[src/design/assert_macros.svh]
// Assertion macros used by the hash table core
`ifndef ASSERT_MACROS_SVH
`define ASSERT_MACROS_SVH

`ifndef NO_ASSERTIONS

// same-cycle implication
`define DHT_ASSERT_IMPL(label, clk, rstn, ante, cons) \
  label: assert property (@(posedge clk) disable iff (!rstn) (ante) |-> (cons)) \
    else $error("hash table assertion failed");

// next-cycle implication
`define DHT_ASSERT_NEXT(label, clk, rstn, ante, cons) \
  label: assert property (@(posedge clk) disable iff (!rstn) (ante) |=> (cons)) \
    else $error("hash table assertion failed");

`else

`define DHT_ASSERT_IMPL(label, clk, rstn, ante, cons)
`define DHT_ASSERT_NEXT(label, clk, rstn, ante, cons)

`endif

`endif

[src/design/dht_pkg.sv]
// Types and constants of the digest dedup hash table
`timescale 1ns / 1ps
`default_nettype none

package dht_pkg;

  localparam int HASH_W   = 32;
  localparam int STEP_W   = $clog2(HASH_W);
  localparam int CFG_W    = 13;
  localparam int INDEX_W  = 31;
  localparam int DIGEST_W = 64;

  localparam logic [CFG_W-1:0] SIZE_RESET = 13'd4093;

  typedef enum logic [1:0] {
    MODE_CLEAR  = 2'd0,
    MODE_INSERT = 2'd1,
    MODE_LOOKUP = 2'd2,
    MODE_NOP    = 2'd3
  } dht_mode_t;

  typedef enum logic [2:0] {
    S_IDLE,
    S_CLEAR,
    S_MOD,
    S_READ,
    S_CHECK,
    S_DONE
  } dht_state_t;

  typedef struct packed {
    logic [1:0]         mode;
    logic [HASH_W-1:0]  digest_word0;
    logic [HASH_W-1:0]  digest_word1;
    logic [HASH_W-1:0]  digest_word2;
    logic [HASH_W-1:0]  digest_word3;
    logic [INDEX_W-1:0] sector_index;
  } in_word_t;

  typedef struct packed {
    logic               found;
    logic [INDEX_W-1:0] source_index;
    logic               collided;
    logic               table_full;
  } out_word_t;

  typedef struct packed {
    logic                used;
    logic [DIGEST_W-1:0] digest_hi;
    logic [DIGEST_W-1:0] digest_lo;
    logic [INDEX_W-1:0]  source_index;
  } slot_entry_t;

endpackage

`default_nettype wire

[src/design/dht_mod_unit.sv]
// Bit-serial remainder unit: dividend mod divisor, one bit per cycle
`timescale 1ns / 1ps
`default_nettype none

module dht_mod_unit #(
  parameter int DIV_W = 13
) (
  input  wire logic                       clk,
  input  wire logic                       rst_n,
  input  wire logic                       start,
  input  wire logic [dht_pkg::HASH_W-1:0] dividend,
  input  wire logic [DIV_W-1:0]           divisor,
  output logic                            done,
  output logic [DIV_W-1:0]                remainder
);

  localparam logic [dht_pkg::STEP_W-1:0] LAST_STEP = dht_pkg::STEP_W'(dht_pkg::HASH_W - 1);

  logic                       busy_r;
  logic                       done_r;
  logic [dht_pkg::STEP_W-1:0] step_r;
  logic [dht_pkg::HASH_W-1:0] dvd_r;
  logic [DIV_W-1:0]           dvs_r;
  logic [DIV_W-1:0]           rem_r;
  logic [DIV_W:0]             shifted;
  logic [DIV_W:0]             diff;
  logic [DIV_W-1:0]           rem_nxt;

  // rem_r < dvs_r always, so the shifted value stays below twice the divisor
  always_comb begin
    shifted = {rem_r, dvd_r[dht_pkg::HASH_W-1]};
    diff    = shifted - {1'b0, dvs_r};
    if (shifted >= {1'b0, dvs_r}) begin
      rem_nxt = diff[DIV_W-1:0];
    end else begin
      rem_nxt = shifted[DIV_W-1:0];
    end
  end

  always_ff @(posedge clk) begin
    if (!rst_n) begin
      busy_r <= 1'b0;
      done_r <= 1'b0;
      step_r <= '0;
    end else begin
      done_r <= busy_r && (step_r == LAST_STEP);
      if (start) begin
        busy_r <= 1'b1;
        step_r <= '0;
      end else if (busy_r) begin
        step_r <= step_r + 1'b1;
        if (step_r == LAST_STEP) begin
          busy_r <= 1'b0;
        end
      end
    end
  end

  always_ff @(posedge clk) begin
    if (start) begin
      dvd_r <= dividend;
      dvs_r <= divisor;
      rem_r <= '0;
    end else if (busy_r) begin
      dvd_r <= {dvd_r[dht_pkg::HASH_W-2:0], 1'b0};
      rem_r <= rem_nxt;
    end
  end

  assign done      = done_r;
  assign remainder = rem_r;

endmodule

`default_nettype wire

[config.mk]
export PLATFORM = sky130hd
export DESIGN_NAME = dht_mod_unit
export DESIGN_NICKNAME = d
export VERILOG_FILES = /design/src/design/assert_macros.svh /design/src/design/dht_pkg.sv /design/src/design/dht_mod_unit.sv
export SDC_FILE = /design/constraint.sdc
export NUM_CORES = 1
export LEC_CHECK = 0
export BUFFER_PORTS_ARGS = -buffer_cell sky130_fd_sc_hd__buf_2
export CORE_MARGIN = 2
export CORE_UTILIZATION = 50
export CTS_CLUSTER_DIAMETER = 150
export DETAILED_ROUTE_END_ITERATION = 8
export PLACE_DENSITY = 0.81
export SYNTH_ARGS = -nofsm -noshare
export SYNTH_HDL_FRONTEND = slang
export SYNTH_SLANG_ARGS = --single-unit
[constraint.sdc]
create_clock -name clk -period 7.6 [get_ports clk]
set_input_delay 0.76 -clock clk [delete_from_list [all_inputs] [get_ports clk]]
set_output_delay 0.76 -clock clk [all_outputs]
set_load 0.02 [all_outputs]
* Word-level counts from Yosys, hierarchy flattened
Cells that the tools add are included.
Word-level totals: output and inout port bits 14, bits in registers 65
Operators by class: add/sub/neg operators 2, magnitude comparators 1, equality and inequality tests 1, bitwise logic cells 1, reduce and logical (&&, ||, !) cells 3, muxes and demuxes 6
Operators by type and width (number):
- 2-to-1 mux 32 bit | 2
- >= comparator 14 x 13 -> 1 bit | 1
- 2-to-1 mux 13 bit | 1
- subtractor 13 bit | 1
- adder 5 x 1 -> 5 bit, second input constant | 1
- equality test 5 bit, second input constant | 1
- 2-to-1 mux 1 bit | 3
- nonzero test 2 bit | 1
- OR reduction 2 bit | 1
- logical AND 1 bit | 1
- NOT 1 bit | 1

* Logic depth before layout (Yosys ltp)
Gate-level depths: netlist (run 1).
depth after elaboration 4, gate-level depth with buffers 11, depth with buffers taken out 9

* Worst setup path before layout (run 1)
OpenSTA, ideal clock, no wires.
kind register to register, from reg rem_r[0] (netlist: remainder[0]), to reg rem_r[7] (netlist: remainder[7]), data arrival time 2.546 ns, period minus slack after synthesis 2.681 ns, setup time 0.135 ns, cell stages (with the launch flop) 11, setup slack 4.919 ns, required time 7.465 ns, cell sequence dfxtp_1 inv_1 fa_1 and2b_2 o31ai_1 a2111oi_1 or2_1 buf_6 buf_8 mux2i_1 a211oi_2
On the way: word-level cells in the longest chain between the ends 2
RTL lines:
- from (decl) | line dht_mod_unit.sv:24 | logic [DIV_W-1:0] rem_r;
- from (signal assigned) | line dht_mod_unit.sv:66 | rem_r <= rem_nxt;
- subtractor 13 bit or >= comparator 14 x 13 -> 1 bit (tied branches) | line dht_mod_unit.sv:32, dht_mod_unit.sv:33
- 2-to-1 mux 13 bit * | line dht_mod_unit.sv:33 | if (shifted >= {1'b0, dvs_r}) begin
Every way passes the cells marked *; elsewhere a longest branch is shown, timed or not. A chain may end at the register's enable or synchronous reset.

* Final worst setup path (run 1)
from reg dvd_r[31] (netlist name), to reg rem_r[7] (netlist: remainder[7])
On the way: word-level cells in the longest chain between the ends 2
RTL lines:
- from (decl) | line dht_mod_unit.sv:22 | logic [dht_pkg::HASH_W-1:0] dvd_r;
- from (signal assigned) | line dht_mod_unit.sv:61 | dvd_r <= dividend;
- from (signal assigned) | line dht_mod_unit.sv:65 | dvd_r <= {dvd_r[dht_pkg::HASH_W-2:0], 1'b0};
- subtractor 13 bit or >= comparator 14 x 13 -> 1 bit (tied branches) | line dht_mod_unit.sv:32, dht_mod_unit.sv:33
- 2-to-1 mux 13 bit * | line dht_mod_unit.sv:33
Marks and branches as above.

==> out/results.ini, run 1 <==
[sta]
slew_viol_final=0
slew_headroom=0.5025
setup_tns_ns=0
skew_ns=0.01020
post-route-period-util=0.4178
hold_violations=0
min_period_ns=3.175
grt_setup_unrepaired=false
max_freq_mhz=314.9
setup_viol=0
timing_worst_slew_pin_value_ns=0.7462
fin_ws_ns=4.425

[yosys]
syn-cell-area_um2=3304
synth_largest_area_cell=edfxtp_1
synthDistinctLibCells=54
synth_top_area_share=0.4089
synth-seq-cells=65
syn_inst=271
synth_async_sr_flop_share=0
yosys_warnings=0
yosysSeqAreaShare=0.5301
synth_area_leaders=edfxtp_1 41%, dfxtp_1 12%, mux2_2 11%, ha_1 5.7%, mux2i_1 2.4%
synth_nets=335
ys.flop_type=edfxtp_1
avgSynthCellArea_um2=12.19
synth-edff-count=45

[cts]
cts_tree=done
clk_pin_slew_ns=0.08
hold_buffers=0
cts-htree-levels=3
cts_buffers=9
cts_setup_buffers=0
clockBufferDepth=2
cts-root-buf=clkbuf_8
clk_latency_ns=0.34
ctsResizeCount=0
cts.sinks=65

[cells_and_area]
fillCellCount=520
drive_gt1_frac=0.3482
nets=395
regArea_um2=1752
multiInputGateArea_um2=1419
area_delta_synth_final_pct=17.04
antenna_cells=0

[power]
power_leakage_nw=1.616
powerDensity_nw_per_um2=237.2
internal_power_w=0.0006771
pwr-share-clk=0.350
switching_share=0.2618
pwr-share-seq=0.466
switchingPower_w=0.0002402
ir_worst_vdd_mv=0.1755
combPwrFrac=0.184

[die]
die_w_um=85.30
start_util=0.5174
die_height_um=85.30
ios=62
core-area_um2=6386
row_count=29
die-area_um2=7275

[status]
status=finished clean

[placed_design]
io_buffers=61
dp_hpwl_um=4028
place_congestion=0.8856
preCtsSetupSlack_ns=4.453

[routing]
antenna_left=0
vias_per_cell=5.334
first_pass_iters=4
avgRoutedWirePerCell_um=14.25
drc=0
routed_wl_um=5887
first_iter_violations=113
num_vias=2203

[hold_path]
hold_path.class=reg2reg

[global_routing]
grt-ovfl-total=0
grt_usage=0.1731
grt_max_degree=65
antenna_found_initial=0
grt_pass1_vias=2140
grt_pass1_wl_um=9708

[setup_path]
worstPathArrival_ns=3.37
crit_fanout=16
worstSetupPathType=reg2reg
required_ns=7.80
cp-end-kind=register
start_kind=register

[job]
maxCapViolations=0

## state kept, by name, indices dropped and copies added (netlist names)
register,cells
dvd_r,32
dvs_r,13
step_r,5
done,1
busy_r,1
remainder,13
## synth_stat cells (2+ instances only)
library cell,count
buf_1,3
edfxtp_1,45
nand4_1,4
mux2i_1,8
nand2_1,10
o21a_1,4
xor2_1,4
a21oi_1,10
ha_1,15
o21ai_0,6
clkbuf_1,7
nand3_1,2
o31ai_1,5
and2_1,2
nor2_1,20
nand2b_1,5
dfxtp_1,20
a31o_1,2
or3b_2,2
a211oi_1,8
inv_1,16
xnor2_1,7
and3_1,2
nor2b_1,3
mux2_2,31
buf_2,2
## critical path: stages, from the launching register on
cell and delay, ns:
edfxtp_1 0.36, inv_1 0.05, ha_1 0.22, fa_1 0.37, and2b_2 0.25, o31ai_1 0.10, a2111oi_1 0.58, or2_1 0.67
mux2i_1 0.32, a211oi_2 0.10
## final timing paths
check / startpoint / end / slack, ns / depth (start not counted)
setup reg to reg: dvd_r[31] / remainder[7] / 4.42 / 9
hold reg to reg: step_r[4] / step_r[4] / 0.51 / 2
setup / recovery: dvd_r[31] / remainder[7] / 4.42 / 9
hold / removal: step_r[4] / step_r[4] / 0.51 / 2
## cell type report
type | instances | share of cell area
multi-input cells | 176 | 0.3669
well taps | 77 | 0.02491
clock buffers | 10 | 0.03300
clock inverters | 6 | 0.02394
inverters | 16 | 0.01553
repair buffers | 63 | 0.08282
flip-flops and latches | 65 | 0.4529
## layout by cell type (no fill, tap or decap), drive strengths merged, types with 3 or more instances in the layout
| cell type | Yosys | routed |
|---|---|---|
| dfxtp | 20 | 20 |
| nor2b | 3 | 3 |
| a21oi | 10 | 10 |
| nand4 | 4 | 4 |
| mux2 | 31 | 31 |
| o21ai | 7 | 7 |
| xnor2 | 7 | 7 |
| a211oi | 9 | 9 |
| o31ai | 5 | 5 |
| edfxtp | 45 | 45 |
| inv | 16 | 16 |
| mux2i | 8 | 8 |
| nand2 | 10 | 10 |
| clkbuf | 7 | 10 |
| xor2 | 4 | 4 |
| nor2 | 20 | 20 |
| nand2b | 5 | 5 |
| o21a | 4 | 4 |
| ha | 15 | 15 |
| buf | 7 | 63 |
## power by group through the flow
stage,clock [W],combinational [W],sequential [W]
2_1_floorplan,0,0.000123,0.000440
3_3_place_gp,0,0.000164,0.000434
3_5_place_dp,0,0.000168,0.000436
4_1_cts,0.000331,0.000169,0.000428
5_1_grt,0.000345,0.000188,0.000432
6_report,0.000321,0.000168,0.000428
## logic make-up (layout without fill, tap and decap cells)
group | after synthesis | after routing | synth area share
AND/OR/NAND/NOR | 58 | 58 | 0.09429
adder cells (fa/ha/maj) | 16 | 16 | 0.06286
buffers and inverters | 30 | 95 | 0.04052
multiplexers | 39 | 39 | 0.1299
XOR/XNOR | 11 | 11 | 0.02915
AO/OA/AOI/OAI | 52 | 52 | 0.1132
flip-flops | 65 | 65 | 0.5301
## routing by layer
metal | part of all wire | track usage | vias to the layer above | wire length (µm)
met5 | 0 | 0 | - | 0
met4 | 0.018 | 0.07937 | 0 | 106
met3 | 0.039 | 0.06031 | 8 | 228
met2 | 0.48 | 0.2592 | 46 | 2802
met1 | 0.47 | 0.2263 | 1023 | 2750
li1 | - | - | 1126 | -
## metrics by stage
stage | util | hold WS [ns] | instance area [µm²] | power, W | instances
floorplan | - | 0.4673 | 3304 | 0.0005634 | 271
global placement | 0.5711 | 0.4813 | 3647 | 0.0005981 | 397
detailed placement | 0.5711 | 0.4999 | 3647 | 0.0006041 | 397
CTS | 0.6056 | 0.5176 | 3867 | 0.0009289 | 413
global route | 0.6056 | 0.5461 | 3867 | 0.0009639 | 413
finish | 0.6056 | 0.5078 | 3867 | 0.0009173 | 413
Power figures use the tool's default switching activity.
==> run 2, diff against run 1 <==
--- a/config.mk
+++ b/config.mk
@@ -10,7 +10,7 @@
 export CORE_UTILIZATION = 50
 export CTS_CLUSTER_DIAMETER = 150
 export DETAILED_ROUTE_END_ITERATION = 8
-export PLACE_DENSITY = 0.81
+export PLACE_DENSITY = 0.84
 export SYNTH_ARGS = -nofsm -noshare
 export SYNTH_HDL_FRONTEND = slang
 export SYNTH_SLANG_ARGS = --single-unit
==> constraint.sdc (replaced) <==
create_clock -name clk -period 2.6 [get_ports clk]
set_input_delay 0.26 -clock clk [delete_from_list [all_inputs] [get_ports clk]]
set_output_delay 0.26 -clock clk [all_outputs]
set_load 0.02 [all_outputs]
==> out/results.ini, run 2 (same netlist as run 1, synthesis figures left out) <==
[status]
status=finished clean

[global_routing]
grt_pass1_wl_um=10810  ; +11%
antenna_found_initial=0  ; unchanged
grt_usage=0.1927  ; +0.01961
grt_pass1_vias=2302  ; +7.6%
grt_max_degree=64  ; -1.5%
grt-ovfl-total=0  ; unchanged

[die]
die-area_um2=7275  ; unchanged
ios=62  ; unchanged
row_count=29  ; unchanged
die_height_um=85.30  ; unchanged
core-area_um2=6386  ; unchanged
start_util=0.5174  ; unchanged
die_w_um=85.30  ; unchanged

[routing]
first_pass_iters=4  ; unchanged
antenna_left=0  ; unchanged
routed_wl_um=6466  ; +9.8%
first_iter_violations=107  ; -5.3%
vias_per_cell=5.427  ; +1.7%
num_vias=2301  ; +4.4%
drc=0  ; unchanged
avgRoutedWirePerCell_um=15.25  ; +7.0%

[sta]
max_freq_mhz=401.3  ; +27%
setup_viol=0  ; unchanged
min_period_ns=2.492  ; -0.6831 ns
timing_worst_slew_pin_value_ns=0.7498  ; +0.003562 ns
setup_tns_ns=0  ; unchanged
grt_setup_unrepaired=true
slew_viol_final=0  ; unchanged
skew_ns=0.008196  ; -0.002002 ns
post-route-period-util=0.9585  ; +0.5407
hold_slack_ns=0.09621  ; -0.4116 ns
fin_ws_ns=0.1080  ; -4.317 ns
hold_violations=0  ; unchanged
slew_headroom=0.5002  ; -0.002374

[cells_and_area]
regMostFlops=dvd_r
final_common_cell=buf_2
regArea_um2=1752  ; unchanged
area_delta_synth_final_pct=20.41
largest_register_ffs=32  ; unchanged
antenna_cells=0  ; unchanged
final_cell_mix=61 x buf_2, 45 x edfxtp_1, 31 x mux2_2
drive_gt1_frac=0.3833  ; +0.03507
nets=406  ; +2.8%
fillCellCount=505  ; -2.9%
multiInputGateArea_um2=1469  ; +3.5%
stdcell_area_um2=3979  ; +2.9%

[cts]
clockBufferDepth=2  ; unchanged
clk_pin_slew_ns=0.08  ; about the same
hold_buffers=0  ; unchanged
cts_tree=done
cts.sinks=65  ; unchanged
cts_buffers=9  ; unchanged
cts-root-buf=clkbuf_8
clk_latency_ns=0.34  ; about the same
cts-htree-levels=3  ; unchanged

[placed_design]
preCtsSetupSlack_ns=-0.02259  ; -4.476 ns
dp_hpwl_um=4430  ; +10%
place_congestion=0.8961  ; +1.2%
placed_area_um2=3712  ; +1.8%
io_buffers=61  ; unchanged

[hold_path]
whs_endpoint=dvs_r[9]
whs_path_depth=1  ; -1
hold_path.class=in2reg
hp-start=divisor[9]

[job]
maxCapViolations=0  ; unchanged

[setup_path]
crit_chain=ha_4 -> fa_2 -> and2b_2 -> o31ai_4 -> a2111oi_4 -> or2_1 -> buf_6 -> mux2i_2 -> a211oi_2
worstReg2RegEnd=remainder[7]
reg2reg_from=dvs_r[0]
reg2regPathDepth=9  ; unchanged
worstSetupPathType=reg2reg
crit_buf_inv=1  ; unchanged
crit_fanout=8  ; -8
critPathTopFamily=adder cells
start_kind=register
required_ns=2.79  ; -5.01 ns
worst_path_max_delay_cell=edfxtp_1
r2r_slack_ns=0.11  ; -4.32 ns
cp-end-kind=register
cpPeakStageDelay_ns=0.42  ; -0.25 ns
worstPathArrival_ns=2.68  ; -0.69 ns

[power]
ir_worst_vdd_mv=0.6087  ; +250%
power_leakage_nw=1.660  ; +2.8%
totalPowerFinal_w=0.002650  ; +190%
powerDensity_nw_per_um2=666.0  ; +180%

[run 2: worst max-delay path by stage]
stage / slack (ns) / startpoint / end / cells past startpoint
4_1_cts: 0.01 / dvd_r[31] / remainder[7] / 10
3_3_place_gp: 0.1 / dvd_r[31] / remainder[7] / 10
5_1_grt: -0.05 / dvd_r[31] / remainder[7] / 10
2_1_floorplan: 0.04 / remainder[0] / remainder[7] / 10
3_5_place_dp: -0.02 / dvd_r[31] / remainder[8] / 10
6_report: 0.11 / dvs_r[0] / remainder[7] / 9
[run 2: final cells by class]
cell class / count / area share
Sequential cell: 65 / 0.4403
Multi-Input combinational cell: 176 / 0.3692
Timing Repair Buffer: 74 / 0.1022
Clock buffer: 9 / 0.03113
Tap cell: 77 / 0.02421
Clock inverter: 7 / 0.01792
Inverter: 16 / 0.01509
[run 2: repair_timing]
item,CTS,global route
resized for setup,0,8
pin swaps,1,6
endpoints found under the setup margin,7,13
cloned,0,0
endpoints found under the hold margin,0,0
setup buffers,2,1
[run 2: stage by stage]
| step | utilization | instances |
|---|---|---|
| after floorplan | - | 271 |
| after global placement | 0.5813 | 405 |
| after detailed placement | 0.5813 | 405 |
| after CTS | 0.6142 | 423 |
| after global routing | 0.6230 | 424 |
| final | 0.6230 | 424 |
[run 2: power by group]
part / internal, W / switching, W
logic: 0.000260 / 0.000294
registers: 0.00121 / 0.0000424
clock network: 0.000440 / 0.000401
[run 2: per-layer routing]
| metal | track usage | share of wire |
|---|---|---|
| met4 | 0.08225 | 0.020 |
| met1 | 0.2448 | 0.44 |
| met5 | 0 | 0 |
| met2 | 0.3097 | 0.50 |
| met3 | 0.05350 | 0.041 |
